**src/sdcr_pkg.sv**
```systemverilog
// ----------------------------------------------------------------------------
// sdcr_pkg
// Shared types, codes and helpers of the strip detector centroid/RMS core.
// ----------------------------------------------------------------------------
package sdcr_pkg;

	localparam int NUM_STRIPS_DEF = 16;
	localparam int Q_MAX          = 4095;
	localparam int SUM_MAX        = 1048575;

	localparam logic [15:0] GATE_HIGH_RST = 16'd8192;

	// configuration register indexes
	localparam logic [2:0] CFG_IMPLANT_LO = 3'd0;
	localparam logic [2:0] CFG_IMPLANT_HI = 3'd1;
	localparam logic [2:0] CFG_DECAY_LO   = 3'd2;
	localparam logic [2:0] CFG_DECAY_HI   = 3'd3;
	localparam logic [2:0] CFG_PEAK_POS   = 3'd4;
	localparam logic [2:0] CFG_DECAY_EN   = 3'd5;

	// event kinds
	localparam logic [1:0] KIND_IMPLANT = 2'd0;
	localparam logic [1:0] KIND_DECAY   = 2'd1;

	typedef enum logic [2:0] {
		S_COLLECT,
		S_P1,
		S_CALC,
		S_WAIT,
		S_P2,
		S_DONE
	} state_t;

	typedef enum logic [2:0] {
		ST_CEN,
		ST_CENG,
		ST_SPR_DIV,
		ST_SPR_SQRT,
		ST_SPRG_DIV,
		ST_SPRG_SQRT
	} step_t;

	typedef enum logic {
		OP_DIV,
		OP_SQRT
	} unit_op_t;

	typedef struct packed {
		logic     start;
		unit_op_t op;
	} unit_cmd_t;

	typedef struct packed {
		logic busy;
		logic done;
	} unit_sts_t;

	function automatic logic [11:0] sat_q12(input logic [31:0] v);
		return (v > 32'(Q_MAX)) ? 12'(Q_MAX) : v[11:0];
	endfunction

	function automatic logic [19:0] sat_sum(input logic [31:0] v);
		return (v > 32'(SUM_MAX)) ? 20'(SUM_MAX) : v[19:0];
	endfunction

endpackage

```
**src/sdcr_if.sv**
```systemverilog
// ----------------------------------------------------------------------------
// sdcr_if
// Handshake channels: strip items in, event results out.
// ----------------------------------------------------------------------------
interface sdcr_strip_if;
	logic        valid;
	logic        ready;
	logic [15:0] strip_energy;
	logic        strip_fired;
	logic [1:0]  event_kind;
	logic        last_strip;

	modport source (output valid, strip_energy, strip_fired, event_kind, last_strip,
		input ready);
	modport sink (input valid, strip_energy, strip_fired, event_kind, last_strip,
		output ready);
endinterface

interface sdcr_result_if;
	logic        valid;
	logic        ready;
	logic [4:0]  fired_count;
	logic [4:0]  gated_count;
	logic [15:0] top_energy_first;
	logic [15:0] top_energy_second;
	logic [15:0] top_energy_third;
	logic [19:0] energy_sum;
	logic [11:0] centroid;
	logic        centroid_valid;
	logic [11:0] gated_centroid;
	logic        gated_centroid_valid;
	logic [11:0] spread;
	logic [11:0] gated_spread;

	modport source (output valid, fired_count, gated_count, top_energy_first,
		top_energy_second, top_energy_third, energy_sum, centroid, centroid_valid,
		gated_centroid, gated_centroid_valid, spread, gated_spread, input ready);
	modport sink (input valid, fired_count, gated_count, top_energy_first,
		top_energy_second, top_energy_third, energy_sum, centroid, centroid_valid,
		gated_centroid, gated_centroid_valid, spread, gated_spread, output ready);
endinterface

```
**src/sdcr_unit.sv**
```systemverilog
// ----------------------------------------------------------------------------
// sdcr_unit
// Shared compare/subtract unit: restoring division or integer square root,
// one quotient or root bit per cycle.
// ----------------------------------------------------------------------------
module sdcr_unit #(
	parameter int NW   = 64,
	parameter int QW   = 24,
	parameter int CNTW = 5
) (
	input  logic                clk,
	input  logic                arst_n,
	input  sdcr_pkg::unit_cmd_t cmd,
	input  logic [NW-1:0]       num,
	input  logic [NW-1:0]       opd,
	input  logic [CNTW-1:0]     iters,
	output sdcr_pkg::unit_sts_t sts,
	output logic [QW-1:0]       quo
);
	import sdcr_pkg::*;

	logic [NW-1:0]   rem_q;
	logic [NW-1:0]   opd_q;
	logic [QW-1:0]   q_q;
	logic [CNTW-1:0] cnt_q;
	logic            busy_q;
	logic            done_q;
	unit_op_t        op_q;

	logic [NW-1:0] trial;
	logic [NW-1:0] diff;
	logic          ge;

	always_comb begin
		trial = (op_q == OP_SQRT) ? (NW'(q_q) | opd_q) : opd_q;
		ge    = rem_q >= trial;
		diff  = rem_q - trial;
	end

	always_ff @(posedge clk or negedge arst_n) begin
		if (!arst_n) begin
			busy_q <= 1'b0;
			done_q <= 1'b0;
			cnt_q  <= '0;
			op_q   <= OP_DIV;
		end else if (cmd.start) begin
			busy_q <= 1'b1;
			done_q <= 1'b0;
			cnt_q  <= iters;
			op_q   <= cmd.op;
		end else if (busy_q) begin
			cnt_q <= cnt_q - CNTW'(1);
			if (cnt_q == CNTW'(1)) begin
				busy_q <= 1'b0;
				done_q <= 1'b1;
			end
		end else begin
			done_q <= 1'b0;
		end
	end

	always_ff @(posedge clk) begin
		if (cmd.start) begin
			rem_q <= num;
			opd_q <= opd;
			q_q   <= '0;
		end else if (busy_q) begin
			if (ge) begin
				rem_q <= diff;
			end
			if (op_q == OP_DIV) begin
				q_q   <= {q_q[QW-2:0], ge};
				opd_q <= opd_q >> 1;
			end else begin
				q_q   <= ge ? ((q_q >> 1) | opd_q[QW-1:0]) : (q_q >> 1);
				opd_q <= opd_q >> 2;
			end
		end
	end

	assign sts.busy = busy_q;
	assign sts.done = done_q;
	assign quo      = q_q;

`ifndef SYNTHESIS
	a_start_idle: assert property (@(posedge clk) disable iff (!arst_n)
		cmd.start |-> !busy_q) else $error("unit started while busy");
	a_done_pulse: assert property (@(posedge clk) disable iff (!arst_n)
		done_q |=> !done_q) else $error("unit done held");
	a_done_after_busy: assert property (@(posedge clk) disable iff (!arst_n)
		$rose(done_q) |-> $past(busy_q)) else $error("unit done without work");
`endif

endmodule

```
**src/strip_detector_centroid_rms_core.sv**
```systemverilog
// ----------------------------------------------------------------------------
// strip_detector_centroid_rms_core
// Energy-weighted centroid and RMS width of one segmented-detector event.
// ----------------------------------------------------------------------------
// Strip items arrive on the strips channel, strip 0 first; the item with
// last_strip set closes the event and its event_kind selects the gate.
// One result item per event leaves on the results channel.
// Strips are taken one per cycle while collecting. After the last strip of a
// defined event the block is not ready: one pass over the strip memory, two
// centroid divisions, then for each width a weighting pass, a division and a
// square root. The event time is set by the single shared divide/root unit
// and the one-port strip memory.
// Undefined events skip these steps and go straight to S_DONE, which loads
// their all-zero result.
// The result sits in an output register; the next event's strips are taken
// while it waits, and only the loading of that next event's result waits for
// the receiver. Reset clears the control state and sets the configuration
// registers to their reset values; no clearing pass is needed.
// ----------------------------------------------------------------------------
module strip_detector_centroid_rms_core #(
	parameter int NUM_STRIPS = sdcr_pkg::NUM_STRIPS_DEF
) (
	input  logic        clk,
	input  logic        arst_n,
	input  logic        cfg_wr_en,
	input  logic [2:0]  cfg_index,
	input  logic [15:0] cfg_data,
	sdcr_strip_if.sink    strips,
	sdcr_result_if.source results
);
	import sdcr_pkg::*;

	localparam int IW  = $clog2(NUM_STRIPS);
	localparam int CW  = $clog2(NUM_STRIPS + 1);
	localparam int DW  = 16 + CW;
	localparam int PW  = 16 + IW + CW;
	localparam int CQ  = IW + 8;
	localparam int QS  = 2 * CQ;
	localparam int SW  = QS + 16 + CW;
	localparam int UCW = $clog2(QS + 1);

	// configuration
	logic [15:0] imp_lo_q, imp_hi_q, dec_lo_q, dec_hi_q;
	logic        peak_pos_q, dec_en_q;

	always_ff @(posedge clk or negedge arst_n) begin
		if (!arst_n) begin
			imp_lo_q   <= '0;
			imp_hi_q   <= GATE_HIGH_RST;
			dec_lo_q   <= '0;
			dec_hi_q   <= GATE_HIGH_RST;
			peak_pos_q <= 1'b0;
			dec_en_q   <= 1'b1;
		end else if (cfg_wr_en) begin
			case (cfg_index)
				CFG_IMPLANT_LO: imp_lo_q   <= cfg_data;
				CFG_IMPLANT_HI: imp_hi_q   <= cfg_data;
				CFG_DECAY_LO:   dec_lo_q   <= cfg_data;
				CFG_DECAY_HI:   dec_hi_q   <= cfg_data;
				CFG_PEAK_POS:   peak_pos_q <= cfg_data[0];
				CFG_DECAY_EN:   dec_en_q   <= cfg_data[0];
				default: begin
				end
			endcase
		end
	end

	// control
	state_t state_q, state_d;
	step_t  step_q, step_d;
	logic   sel_g_q;
	logic   zero_q;
	logic   implant_q;
	logic [CW-1:0] cnt_q, n_q, rd_idx_q;
	logic   v_s1, v_s2;
	logic   res_valid_q;

	logic strip_acc, defined, issue, pass_end, load, unit_start, enter_p2;
	logic [CW-1:0] cnt_inc;

	unit_cmd_t      ucmd;
	unit_sts_t      usts;
	logic [SW-1:0]  u_num, u_opd;
	logic [UCW-1:0] u_iters;
	logic [QS-1:0]  u_quo;

	assign strips.ready = (state_q == S_COLLECT);
	assign strip_acc    = strips.valid && strips.ready;
	assign defined      = (strips.event_kind == KIND_IMPLANT)
		|| ((strips.event_kind == KIND_DECAY) && dec_en_q);
	assign cnt_inc      = (cnt_q < CW'(NUM_STRIPS)) ? cnt_q + CW'(1) : cnt_q;
	assign issue        = ((state_q == S_P1) || (state_q == S_P2)) && (rd_idx_q < n_q);
	assign pass_end     = !issue && !v_s1 && !v_s2;

	always_comb begin
		state_d    = state_q;
		step_d     = step_q;
		load       = 1'b0;
		unit_start = 1'b0;
		enter_p2   = 1'b0;
		case (state_q)
			S_COLLECT: begin
				if (strip_acc && strips.last_strip) begin
					state_d = defined ? S_P1 : S_DONE;
				end
			end
			S_P1: begin
				if (pass_end) begin
					state_d = S_CALC;
					step_d  = ST_CEN;
				end
			end
			S_CALC: begin
				unit_start = 1'b1;
				state_d    = S_WAIT;
			end
			S_WAIT: begin
				if (usts.done) begin
					case (step_q)
						ST_CEN:       begin step_d = ST_CENG; state_d = S_CALC; end
						ST_CENG:      begin
							step_d = ST_SPR_DIV; state_d = S_P2; enter_p2 = 1'b1;
						end
						ST_SPR_DIV:   begin step_d = ST_SPR_SQRT; state_d = S_CALC; end
						ST_SPR_SQRT:  begin
							step_d = ST_SPRG_DIV; state_d = S_P2; enter_p2 = 1'b1;
						end
						ST_SPRG_DIV:  begin step_d = ST_SPRG_SQRT; state_d = S_CALC; end
						ST_SPRG_SQRT: state_d = S_DONE;
						default:      state_d = S_DONE;
					endcase
				end
			end
			S_P2: begin
				if (pass_end) begin
					state_d = S_CALC;
				end
			end
			S_DONE: begin
				if (!res_valid_q || results.ready) begin
					load    = 1'b1;
					state_d = S_COLLECT;
				end
			end
			default: state_d = S_COLLECT;
		endcase
	end

	always_ff @(posedge clk or negedge arst_n) begin
		if (!arst_n) begin
			state_q     <= S_COLLECT;
			step_q      <= ST_CEN;
			sel_g_q     <= 1'b0;
			zero_q      <= 1'b0;
			implant_q   <= 1'b0;
			cnt_q       <= '0;
			n_q         <= '0;
			rd_idx_q    <= '0;
			v_s1        <= 1'b0;
			v_s2        <= 1'b0;
			res_valid_q <= 1'b0;
		end else begin
			state_q <= state_d;
			step_q  <= step_d;
			if (strip_acc) begin
				if (strips.last_strip) begin
					cnt_q     <= '0;
					n_q       <= cnt_inc;
					zero_q    <= !defined;
					implant_q <= (strips.event_kind == KIND_IMPLANT);
					rd_idx_q  <= '0;
				end else begin
					cnt_q <= cnt_inc;
				end
			end
			if (enter_p2) begin
				rd_idx_q <= '0;
				sel_g_q  <= (step_q == ST_SPR_SQRT);
			end else if (issue) begin
				rd_idx_q <= rd_idx_q + CW'(1);
			end
			v_s1 <= issue;
			v_s2 <= v_s1 && (state_q == S_P2);
			if (load) begin
				res_valid_q <= 1'b1;
			end else if (results.ready) begin
				res_valid_q <= 1'b0;
			end
		end
	end

	// strip memory
	logic [16:0]   mem [NUM_STRIPS];
	logic [16:0]   rd_data_s1;
	logic [IW-1:0] idx_s1;

	always_ff @(posedge clk) begin
		if (strip_acc && (cnt_q < CW'(NUM_STRIPS))) begin
			mem[cnt_q[IW-1:0]] <= {strips.strip_fired, strips.strip_energy};
		end
		if (issue) begin
			rd_data_s1 <= mem[rd_idx_q[IW-1:0]];
			idx_s1     <= rd_idx_q[IW-1:0];
		end
	end

	// gate of this event
	logic [15:0]    gate_lo, gate_hi, e_s1;
	logic           f_s1, ing_s1;
	logic [IW+15:0] ie_s1;

	assign gate_lo = implant_q ? imp_lo_q : dec_lo_q;
	assign gate_hi = implant_q ? imp_hi_q : dec_hi_q;
	assign e_s1    = rd_data_s1[15:0];
	assign f_s1    = rd_data_s1[16];
	assign ing_s1  = (e_s1 > gate_lo) && (e_s1 < gate_hi);
	assign ie_s1   = idx_s1 * e_s1;

	// first pass: sums, counts, top three, peak
	logic [DW-1:0]  d_q, dg_q;
	logic [PW-1:0]  nw_q, nwg_q;
	logic [4:0]     fc_q, gc_q;
	logic [15:0]    top0_q, top1_q, top2_q, peak_e_q;
	logic [IW-1:0]  peak_i_q;
	logic           p1_go;

	assign p1_go = v_s1 && (state_q == S_P1);

	always_ff @(posedge clk) begin
		if (strip_acc && strips.last_strip) begin
			d_q      <= '0;
			dg_q     <= '0;
			nw_q     <= '0;
			nwg_q    <= '0;
			fc_q     <= '0;
			gc_q     <= '0;
			top0_q   <= '0;
			top1_q   <= '0;
			top2_q   <= '0;
			peak_e_q <= '0;
			peak_i_q <= '0;
		end else if (p1_go) begin
			d_q  <= d_q + DW'(e_s1);
			nw_q <= nw_q + PW'(ie_s1);
			if (ing_s1) begin
				dg_q  <= dg_q + DW'(e_s1);
				nwg_q <= nwg_q + PW'(ie_s1);
				if (e_s1 > peak_e_q) begin
					peak_e_q <= e_s1;
					peak_i_q <= idx_s1;
				end
			end
			if (f_s1) begin
				if (fc_q != 5'd31) begin
					fc_q <= fc_q + 5'd1;
				end
				if (ing_s1) begin
					if (gc_q != 5'd31) begin
						gc_q <= gc_q + 5'd1;
					end
					if (e_s1 > top0_q) begin
						top2_q <= top1_q;
						top1_q <= top0_q;
						top0_q <= e_s1;
					end else if (e_s1 > top1_q) begin
						top2_q <= top1_q;
						top1_q <= e_s1;
					end else if (e_s1 > top2_q) begin
						top2_q <= e_s1;
					end
				end
			end
		end
	end

	// second pass: weighted squared distances
	logic [CQ-1:0]         c_q, cg_q, spr_q, sprg_q, cen;
	logic [QS-1:0]         dq_q;
	logic signed [CQ:0]    pos_diff;
	logic signed [2*CQ+1:0] dist_sq;
	logic [QS-1:0]         sqd_s2;
	logic [15:0]           e_s2;
	logic                  take_s2;
	logic [QS+15:0]        prod_s2;
	logic [SW-1:0]         sq_q, sqg_q;

	assign cen      = sel_g_q ? cg_q : c_q;
	assign pos_diff = $signed({1'b0, cen}) - $signed({1'b0, idx_s1, 8'b0});
	assign dist_sq  = pos_diff * pos_diff;
	assign prod_s2  = sqd_s2 * e_s2;

	always_ff @(posedge clk) begin
		if (v_s1) begin
			sqd_s2  <= dist_sq[QS-1:0];
			e_s2    <= e_s1;
			take_s2 <= f_s1 && (!sel_g_q || ing_s1);
		end
		if (enter_p2) begin
			if (step_q == ST_CENG) begin
				sq_q <= '0;
			end else begin
				sqg_q <= '0;
			end
		end else if (v_s2 && take_s2) begin
			if (sel_g_q) begin
				sqg_q <= sqg_q + SW'(prod_s2);
			end else begin
				sq_q <= sq_q + SW'(prod_s2);
			end
		end
	end

	// shared unit operands
	always_comb begin
		ucmd.start = unit_start;
		ucmd.op    = OP_DIV;
		u_num      = '0;
		u_opd      = '0;
		u_iters    = UCW'(CQ);
		case (step_q)
			ST_CEN: begin
				u_num = SW'({nw_q, 9'b0}) + SW'(d_q);
				u_opd = SW'(d_q) << CQ;
			end
			ST_CENG: begin
				u_num = SW'({nwg_q, 9'b0}) + SW'(dg_q);
				u_opd = SW'(dg_q) << CQ;
			end
			ST_SPR_DIV: begin
				u_num   = sq_q;
				u_opd   = SW'(d_q) << (QS - 1);
				u_iters = UCW'(QS);
			end
			ST_SPRG_DIV: begin
				u_num   = sqg_q;
				u_opd   = SW'(dg_q) << (QS - 1);
				u_iters = UCW'(QS);
			end
			ST_SPR_SQRT, ST_SPRG_SQRT: begin
				ucmd.op = OP_SQRT;
				u_num   = SW'(dq_q);
				u_opd   = SW'(1) << (QS - 2);
				u_iters = UCW'(QS / 2);
			end
			default: begin
			end
		endcase
	end

	sdcr_unit #(
		.NW   (SW),
		.QW   (QS),
		.CNTW (UCW)
	) u_unit (
		.clk    (clk),
		.arst_n (arst_n),
		.cmd    (ucmd),
		.num    (u_num),
		.opd    (u_opd),
		.iters  (u_iters),
		.sts    (usts),
		.quo    (u_quo)
	);

	always_ff @(posedge clk) begin
		if ((state_q == S_WAIT) && usts.done) begin
			case (step_q)
				ST_CEN:       c_q    <= u_quo[CQ-1:0];
				ST_CENG:      cg_q   <= u_quo[CQ-1:0];
				ST_SPR_DIV:   dq_q   <= u_quo;
				ST_SPR_SQRT:  spr_q  <= u_quo[CQ-1:0];
				ST_SPRG_DIV:  dq_q   <= u_quo;
				ST_SPRG_SQRT: sprg_q <= u_quo[CQ-1:0];
				default: begin
				end
			endcase
		end
	end

	// result register
	logic d_nz, dg_nz, peak_mode;

	assign d_nz      = (d_q != '0);
	assign dg_nz     = (dg_q != '0);
	assign peak_mode = implant_q && peak_pos_q;

	always_ff @(posedge clk) begin
		if (load) begin
			if (zero_q) begin
				results.fired_count          <= '0;
				results.gated_count          <= '0;
				results.top_energy_first     <= '0;
				results.top_energy_second    <= '0;
				results.top_energy_third     <= '0;
				results.energy_sum           <= '0;
				results.centroid             <= '0;
				results.centroid_valid       <= 1'b0;
				results.gated_centroid       <= '0;
				results.gated_centroid_valid <= 1'b0;
				results.spread               <= '0;
				results.gated_spread         <= '0;
			end else begin
				results.fired_count       <= fc_q;
				results.gated_count       <= gc_q;
				results.top_energy_first  <= top0_q;
				results.top_energy_second <= top1_q;
				results.top_energy_third  <= top2_q;
				results.energy_sum        <= sat_sum(32'(d_q));
				results.centroid          <= d_nz ? sat_q12(32'(c_q)) : 12'd0;
				results.centroid_valid    <= d_nz;
				if (peak_mode) begin
					results.gated_centroid <= (peak_e_q != 16'd0)
						? sat_q12(32'({peak_i_q, 8'b0})) : 12'd0;
					results.gated_centroid_valid <= (peak_e_q != 16'd0);
				end else begin
					results.gated_centroid       <= dg_nz ? sat_q12(32'(cg_q)) : 12'd0;
					results.gated_centroid_valid <= dg_nz;
				end
				results.spread       <= d_nz ? sat_q12(32'(spr_q)) : 12'd0;
				results.gated_spread <= dg_nz ? sat_q12(32'(sprg_q)) : 12'd0;
			end
		end
	end

	assign results.valid = res_valid_q;

`ifndef SYNTHESIS
	a_cnt_range: assert property (@(posedge clk) disable iff (!arst_n)
		cnt_q <= CW'(NUM_STRIPS)) else $error("strip count beyond strip memory");
	a_load_shows: assert property (@(posedge clk) disable iff (!arst_n)
		load |=> results.valid) else $error("result load lost");
	a_no_overwrite: assert property (@(posedge clk) disable iff (!arst_n)
		(results.valid && !results.ready) |-> !load) else $error("pending result overwritten");
	a_unit_quiet: assert property (@(posedge clk) disable iff (!arst_n)
		(state_q == S_P1 || state_q == S_P2 || state_q == S_COLLECT) |-> !usts.busy)
		else $error("unit busy outside arithmetic steps");
`endif

endmodule
```
**src/flat_wrapper.sv**
```systemverilog
// flat-port wrapper written by rule: the top's interface ports become plain ports
module strip_detector_centroid_rms_core_flat import sdcr_pkg::*;
#(
	parameter int NUM_STRIPS = sdcr_pkg::NUM_STRIPS_DEF
)
  (clk, arst_n, cfg_wr_en, cfg_index, cfg_data, strips_valid, strips_strip_energy, strips_strip_fired, strips_event_kind, strips_last_strip, strips_ready, results_valid, results_fired_count, results_gated_count, results_top_energy_first, results_top_energy_second, results_top_energy_third, results_energy_sum, results_centroid, results_centroid_valid, results_gated_centroid, results_gated_centroid_valid, results_spread, results_gated_spread, results_ready);
  sdcr_strip_if strips_i ();
  sdcr_result_if results_i ();
  input  logic clk;
  input  logic arst_n;
  input  logic cfg_wr_en;
  input  logic [2:0] cfg_index;
  input  logic [15:0] cfg_data;
  input wire logic [$bits(strips_i.valid)-1:0] strips_valid;
  input wire logic [$bits(strips_i.strip_energy)-1:0] strips_strip_energy;
  input wire logic [$bits(strips_i.strip_fired)-1:0] strips_strip_fired;
  input wire logic [$bits(strips_i.event_kind)-1:0] strips_event_kind;
  input wire logic [$bits(strips_i.last_strip)-1:0] strips_last_strip;
  output wire logic [$bits(strips_i.ready)-1:0] strips_ready;
  output wire logic [$bits(results_i.valid)-1:0] results_valid;
  output wire logic [$bits(results_i.fired_count)-1:0] results_fired_count;
  output wire logic [$bits(results_i.gated_count)-1:0] results_gated_count;
  output wire logic [$bits(results_i.top_energy_first)-1:0] results_top_energy_first;
  output wire logic [$bits(results_i.top_energy_second)-1:0] results_top_energy_second;
  output wire logic [$bits(results_i.top_energy_third)-1:0] results_top_energy_third;
  output wire logic [$bits(results_i.energy_sum)-1:0] results_energy_sum;
  output wire logic [$bits(results_i.centroid)-1:0] results_centroid;
  output wire logic [$bits(results_i.centroid_valid)-1:0] results_centroid_valid;
  output wire logic [$bits(results_i.gated_centroid)-1:0] results_gated_centroid;
  output wire logic [$bits(results_i.gated_centroid_valid)-1:0] results_gated_centroid_valid;
  output wire logic [$bits(results_i.spread)-1:0] results_spread;
  output wire logic [$bits(results_i.gated_spread)-1:0] results_gated_spread;
  input wire logic [$bits(results_i.ready)-1:0] results_ready;
  assign strips_i.valid = strips_valid;
  assign strips_i.strip_energy = strips_strip_energy;
  assign strips_i.strip_fired = strips_strip_fired;
  assign strips_i.event_kind = strips_event_kind;
  assign strips_i.last_strip = strips_last_strip;
  assign strips_ready = strips_i.ready;
  assign results_valid = results_i.valid;
  assign results_fired_count = results_i.fired_count;
  assign results_gated_count = results_i.gated_count;
  assign results_top_energy_first = results_i.top_energy_first;
  assign results_top_energy_second = results_i.top_energy_second;
  assign results_top_energy_third = results_i.top_energy_third;
  assign results_energy_sum = results_i.energy_sum;
  assign results_centroid = results_i.centroid;
  assign results_centroid_valid = results_i.centroid_valid;
  assign results_gated_centroid = results_i.gated_centroid;
  assign results_gated_centroid_valid = results_i.gated_centroid_valid;
  assign results_spread = results_i.spread;
  assign results_gated_spread = results_i.gated_spread;
  assign results_i.ready = results_ready;
  strip_detector_centroid_rms_core #(.NUM_STRIPS(NUM_STRIPS)) u_core (.clk(clk), .arst_n(arst_n), .cfg_wr_en(cfg_wr_en), .cfg_index(cfg_index), .cfg_data(cfg_data), .strips(strips_i), .results(results_i));
endmodule
```
**config.mk**
```make
export PLATFORM = sky130hd
export DESIGN_NAME = strip_detector_centroid_rms_core_flat
export DESIGN_NICKNAME = d
export VERILOG_FILES = /design/src/sdcr_pkg.sv /design/src/sdcr_if.sv /design/src/sdcr_unit.sv /design/src/strip_detector_centroid_rms_core.sv /design/src/flat_wrapper.sv
export SDC_FILE = /design/constraint.sdc
export NUM_CORES = 2
export LEC_CHECK = 0
export BUFFER_PORTS_ARGS = -buffer_cell sky130_fd_sc_hd__clkbuf_2
export CAP_MARGIN = 20
export CORE_ASPECT_RATIO = 0.5
export CORE_UTILIZATION = 35
export CTS_CLUSTER_DIAMETER = 200
export CTS_CLUSTER_SIZE = 12
export DETAILED_ROUTE_END_ITERATION = 16
export PLACE_DENSITY = 0.46
export SLEW_MARGIN = 20
export SYNTH_ARGS = -nofsm -noshare
export SYNTH_HDL_FRONTEND = slang
export SYNTH_HIERARCHICAL = 1
export SYNTH_SLANG_ARGS = --single-unit
```
**constraint.sdc**
```tcl
create_clock -name clk -period 23.2 [get_ports clk]
set_clock_uncertainty 0.05 [all_clocks]
set_input_delay 3.48 -clock clk [delete_from_list [all_inputs] [get_ports clk]]
set_output_delay 3.48 -clock clk [all_outputs]
set_load 0.01 [all_outputs]
```
After elaboration in Yosys (flattened, before gate mapping)
Memory sizes are Yosys's and may differ from the RTL's. A register that Yosys moved wholly into a read port is not among the register bits. Index checks and enable logic that the tools add are counted.

Logic and storage cells: 262. Bits in writable memories: 272. Bits of input ports: 44. Register bits: 720. Memories kept: 1.

Multipliers: 3. $lt $le $gt $ge: 10. Equality and inequality tests: 29. Reductions and logical operators: 73. Multiplexer cells: 69. Bitwise gates (word level): 4. Add/sub/neg operators: 15.

Memories: u_core.mem (words 16, bits a word 17, rd ports 1, clocked after memory_dff 1, wr ports 1, RTL line strip_detector_centroid_rms_core.sv:193) `logic [16:0] mem [NUM_STRIPS];`.

Operators by type and width (number): $mux 45 (14); $pmux 45 s5 (1); $pmux 44 s5 (1); $mux 16 (7); $add 45x40->45 (2); $gt 16x16->1 (5); $add 34x21->35 (2); $add 25x20->25 (2); $mux 12 (4); $mux 24 (2); $ge 45x45->1 (1); $mux 5 (9); $or 24x45->45 (1); $sub 45x45->45 (1); $mux 44 (1); $add 21x16->21 (2); $reduce_bool 21->1 (2); $mul 24x16->40 (1); $pmux 3 s5 (2); $reduce_and 2->1 (15); $mul 13x13->24 (1); $or 23x24->24 (1); $reduce_and 4->1 (6); $gt 21x20->1 const B (1); other kinds (33) (119).

Longest topological paths before layout
Word-level depth: 8. Gate-level depth with buffers: 37. Mapped depth without buffers: 36.

Hierarchy
The synthesis kept the hierarchy.

By module, submodules not included: strip_detector_centroid_rms_core (seq. area each 24442.2 sq um, area each 64075.2 sq um, cells an instance 5997, instances 1); sdcr_unit (seq. area each 3383.2 sq um, area each 8620.8 sq um, cells an instance 958, instances 1).

Worst setup path before layout
No wires, ideal clock.

Path type: input -> register. Start point: in results_ready. End point: reg u_core/results.centroid[0] (netlist bit) (enable). Arrival: 12.874 ns. Stages: 2. Path slack: 9.478 ns. Data required time: 22.352 ns. Buffers on the path: 0. Cells stage by stage: nand2b_1 -> nor3b_1.

Word-level cells in the longest chain between the ends: 3.

Ends and longest elaborated chain: start: declaration (RTL line flat_wrapper.sv:33) `input wire logic [$bits(results_i.ready)-1:0] results_ready;`; $logic_or 1x1->1 (RTL line strip_detector_centroid_rms_core.sv:140) `if (!res_valid_q || results.ready) begin`; $mux 1 (RTL line strip_detector_centroid_rms_core.sv:140); $mux 1 (RTL line strip_detector_centroid_rms_core.sv:101) `case (state_q)`; via u_core.load (RTL line strip_detector_centroid_rms_core.sv:78) `logic strip_acc, defined, issue, pass_end, load, unit_start, enter_p2;`; end signal: assignment (RTL line strip_detector_centroid_rms_core.sv:409) `results.centroid <= d_nz ? sat_q12(32'(c_q)) : 12'd0;`; end: declaration (RTL line sdcr_if.sv:36) `top_energy_second, top_energy_third, energy_sum, centroid, centroid_valid,`.

The timed path passes the listed nets, and every way through them passes these cells. A chain may end at the register's enable or synchronous reset.

Final worst setup path
Start point: reg u_core.e_s2[1]. End point: reg u_core.sq_q[39] (data pin).

Word-level cells in the longest chain between the ends: 5.

Ends and longest elaborated chain: start: declaration (RTL line strip_detector_centroid_rms_core.sv:282) `logic [15:0] e_s2;`; start signal: assignment (RTL line strip_detector_centroid_rms_core.sv:295) `e_s2 <= e_s1;`; $mul 24x16->40 (RTL line strip_detector_centroid_rms_core.sv:290) `assign prod_s2 = sqd_s2 * e_s2;`; $add 45x40->45 (RTL line strip_detector_centroid_rms_core.sv:308) `sq_q <= sq_q + SW'(prod_s2);`; $mux 45 (RTL line strip_detector_centroid_rms_core.sv:305) `if (sel_g_q) begin`; $mux 45 (RTL line strip_detector_centroid_rms_core.sv:304) `end else if (v_s2 && take_s2) begin`; $mux 45 (RTL line strip_detector_centroid_rms_core.sv:298) `if (enter_p2) begin`; end signal: assignment (RTL line strip_detector_centroid_rms_core.sv:308); end: declaration (RTL line strip_detector_centroid_rms_core.sv:285) `logic [SW-1:0] sq_q, sqg_q;`.

No other way between the ends. The select of a mux whose other input is x is not followed.

==> impl_metrics.csv <==
group,metric,value,unit
synth,synth_cells,6954,
finish,mostFrequentLayoutCell,"nand2_1",
cts,htreeDepth,3,
status,status,"finished, final reports clean",
critical_path,path_common_cell,"fa_1",
global_route,grt_first_pass_wirelength,324000,µm
placed_design,dp_hpwl,157000,µm
timing,rsz0062_at_grt,"no",
finish,syn2layout_area_growth,9.60,%
global_route,grt_pass1_vias,51100,
floorplanning,row_count,117,
detailed_routing,drt-total-wl,214000,µm
detailed_routing,firstDrtPassIters,5,
timing,fin_crit,9.45,ns
detailed_routing,post-route-drc-count,0,
cts,cts_hold_buffers,0,
critical_path,cp-start-kind,"flip-flop",
timing,relSlewSlack,27.5,%
run,drv_cap,0,
placed_design,gp_congestion,0.862,
critical_path,worstSetupPathType,"flip-flop to flip-flop",
detailed_routing,drtIter0Drc,3438,
cts,clockBufferDepth,3,
floorplanning,die_w,646,µm
synth,ys_warn_count,6,
critical_path,timing.rr.start,"u_core/e_s2[1]",
critical_path,r2r-end,"u_core/sq_q[39]",
worst_hold_path,hold_path.class,"flip-flop to flip-flop",
detailed_routing,routedWlPerCell,21.7,µm
synth,syn_avg_cell_area,10.5,µm²
floorplanning,start_util,35.5,%
finish,drive_gt1_share,9.64,%
global_route,gr-total-overflow,0,
finish,layout_common_cells,"nand2_1, inv_1, edfxtp_1, ha_1, nor2_1",
timing,fmax,106,MHz
placed_design,dpl_cell_area,77000,µm²
cts,postCtsSetupBuffers,0,
timing,slew_violations,0,
critical_path,arrival,9.89,ns
floorplanning,dieHeight,324,µm
finish,register_area,27800,µm²
timing,hold_violations,0,
critical_path,worstPathRequired,23.64,ns
timing,worstMarginPinSlew,1.09,ns
cts,path_clk_slew,0.08,ns
finish,multi_input_area,41200,µm²
timing,setup_viol,0,
cts,cts_root_buffer,"clkbuf_16",
floorplanning,core,205000,µm²
worst_hold_path,hp-start,"u_core/top0_q[14]",
critical_path,rrSetupSlack,13.75,ns
finish,fin_area,79700,µm²
detailed_routing,viasPerCell,5.18,
critical_path,slowest_delay,1.00,ns
global_route,grtUsageTotal,20.3,%
timing,finalCritPeriodShare,40.7,%
global_route,grt_start_max_net_pins,106,
critical_path,slowest_stage,"edfxtp_1",
worst_hold_path,hold_depth,2,
cts,worstSkewPairLatency,0.75,ns
floorplanning,io_pins,174,
worst_hold_path,min_to,"u_core/top0_q[14]",
critical_path,r2r_cells,32,
placed_design,portBuffers,173,
detailed_routing,num_vias,51100,
synth,syn-cell-area,72700,µm²
cts,cts.sink_count,1008,
finish,fillers,20400,
critical_path,end_kind,"flip-flop",
global_route,antenna_found_initial,17,
cts,cts_tree,"built",
finish,nets,8120,
timing,fin_setup_tns,0,ns
floorplanning,dieArea,210000,µm²
cts,cts_resized,0,
detailed_routing,antenna_left,0,
cts,cts_inserted_buffers,93,
critical_path,crit_path_max_fanout,23,
registers in the layout (all words and copies together), names as in the netlist, 17 cells and up:
name / cells
u_core/sq_q: 45
u_core/results.energy_sum: 20
u_core/dq_q: 24
u_core/u_unit/rem_q: 45
u_core/dg_q: 21
u_core/sqg_q: 45
u_core/u_unit/opd_q: 45
u_core/nw_q: 25
u_core/rd_data_s1: 17
u_core/nwg_q: 25
u_core/mem: 272
u_core/d_q: 21
u_core/u_unit/quo: 24
u_core/sqd_s2: 23
cell type report:
class                      instances  area share (%)
inverter                         723            3.41
tap                             2737            4.30
multi-input combinational       4953            51.8
antenna                            1         0.00314
timing repair buffer             288            2.18
clock buffer                     147            3.18
sequential                      1008            34.9
clock inverter                     7           0.221
routing by layer:
metal	vias to the layer above	GRT usage, %	share of wire, %
met4	4	3.32	1.5
met2	929	32.7	46
met5	-	0	0.014
met1	25600	30.0	48
met3	179	2.08	4.3
li1	24300	-	-
through the flow:
step	cells	hold WS [ns]	worst slack [ns]	utilization (%)
floorplan	6976	0.386	9.48	-
global placement	9709	0.391	13.87	37.5
detailed placement	9709	0.396	13.78	37.5
CTS	9863	0.406	13.71	38.9
global route	9863	0.421	13.19	38.9
finish	9864	0.405	13.75	38.9
worst max-delay path by stage:
stage / start / to / slack [ns] / cells past startpoint
after global placement: u_core/e_s2[4] / u_core/sq_q[39] / 13.87 / 32
after CTS: u_core/e_s2[1] / u_core/sq_q[39] / 13.71 / 32
after floorplan: results_ready / u_core/results.centroid[0] / 9.48 / 2
after detailed placement: u_core/e_s2[1] / u_core/sq_q[39] / 13.78 / 32
final: u_core/e_s2[1] / u_core/sq_q[39] / 13.75 / 32
after global routing: u_core/e_s2[1] / u_core/sqg_q[41] / 13.19 / 33
critical path: cells and delay by family (launching register included):
kind | cells | cell delay, ns
AO/OA/AOI/OAI | 13 | 2.72
AND/OR/NAND/NOR | 6 | 1.09
XOR/XNOR | 2 | 0.36
adder cells (fa/ha/maj) | 8 | 3.81
buffers and inverters | 3 | 0.17
flip-flops | 1 | 1.00
Power is not shown: default switching activity piles up to over one toggle a cycle in this logic, so the estimate is an artifact.
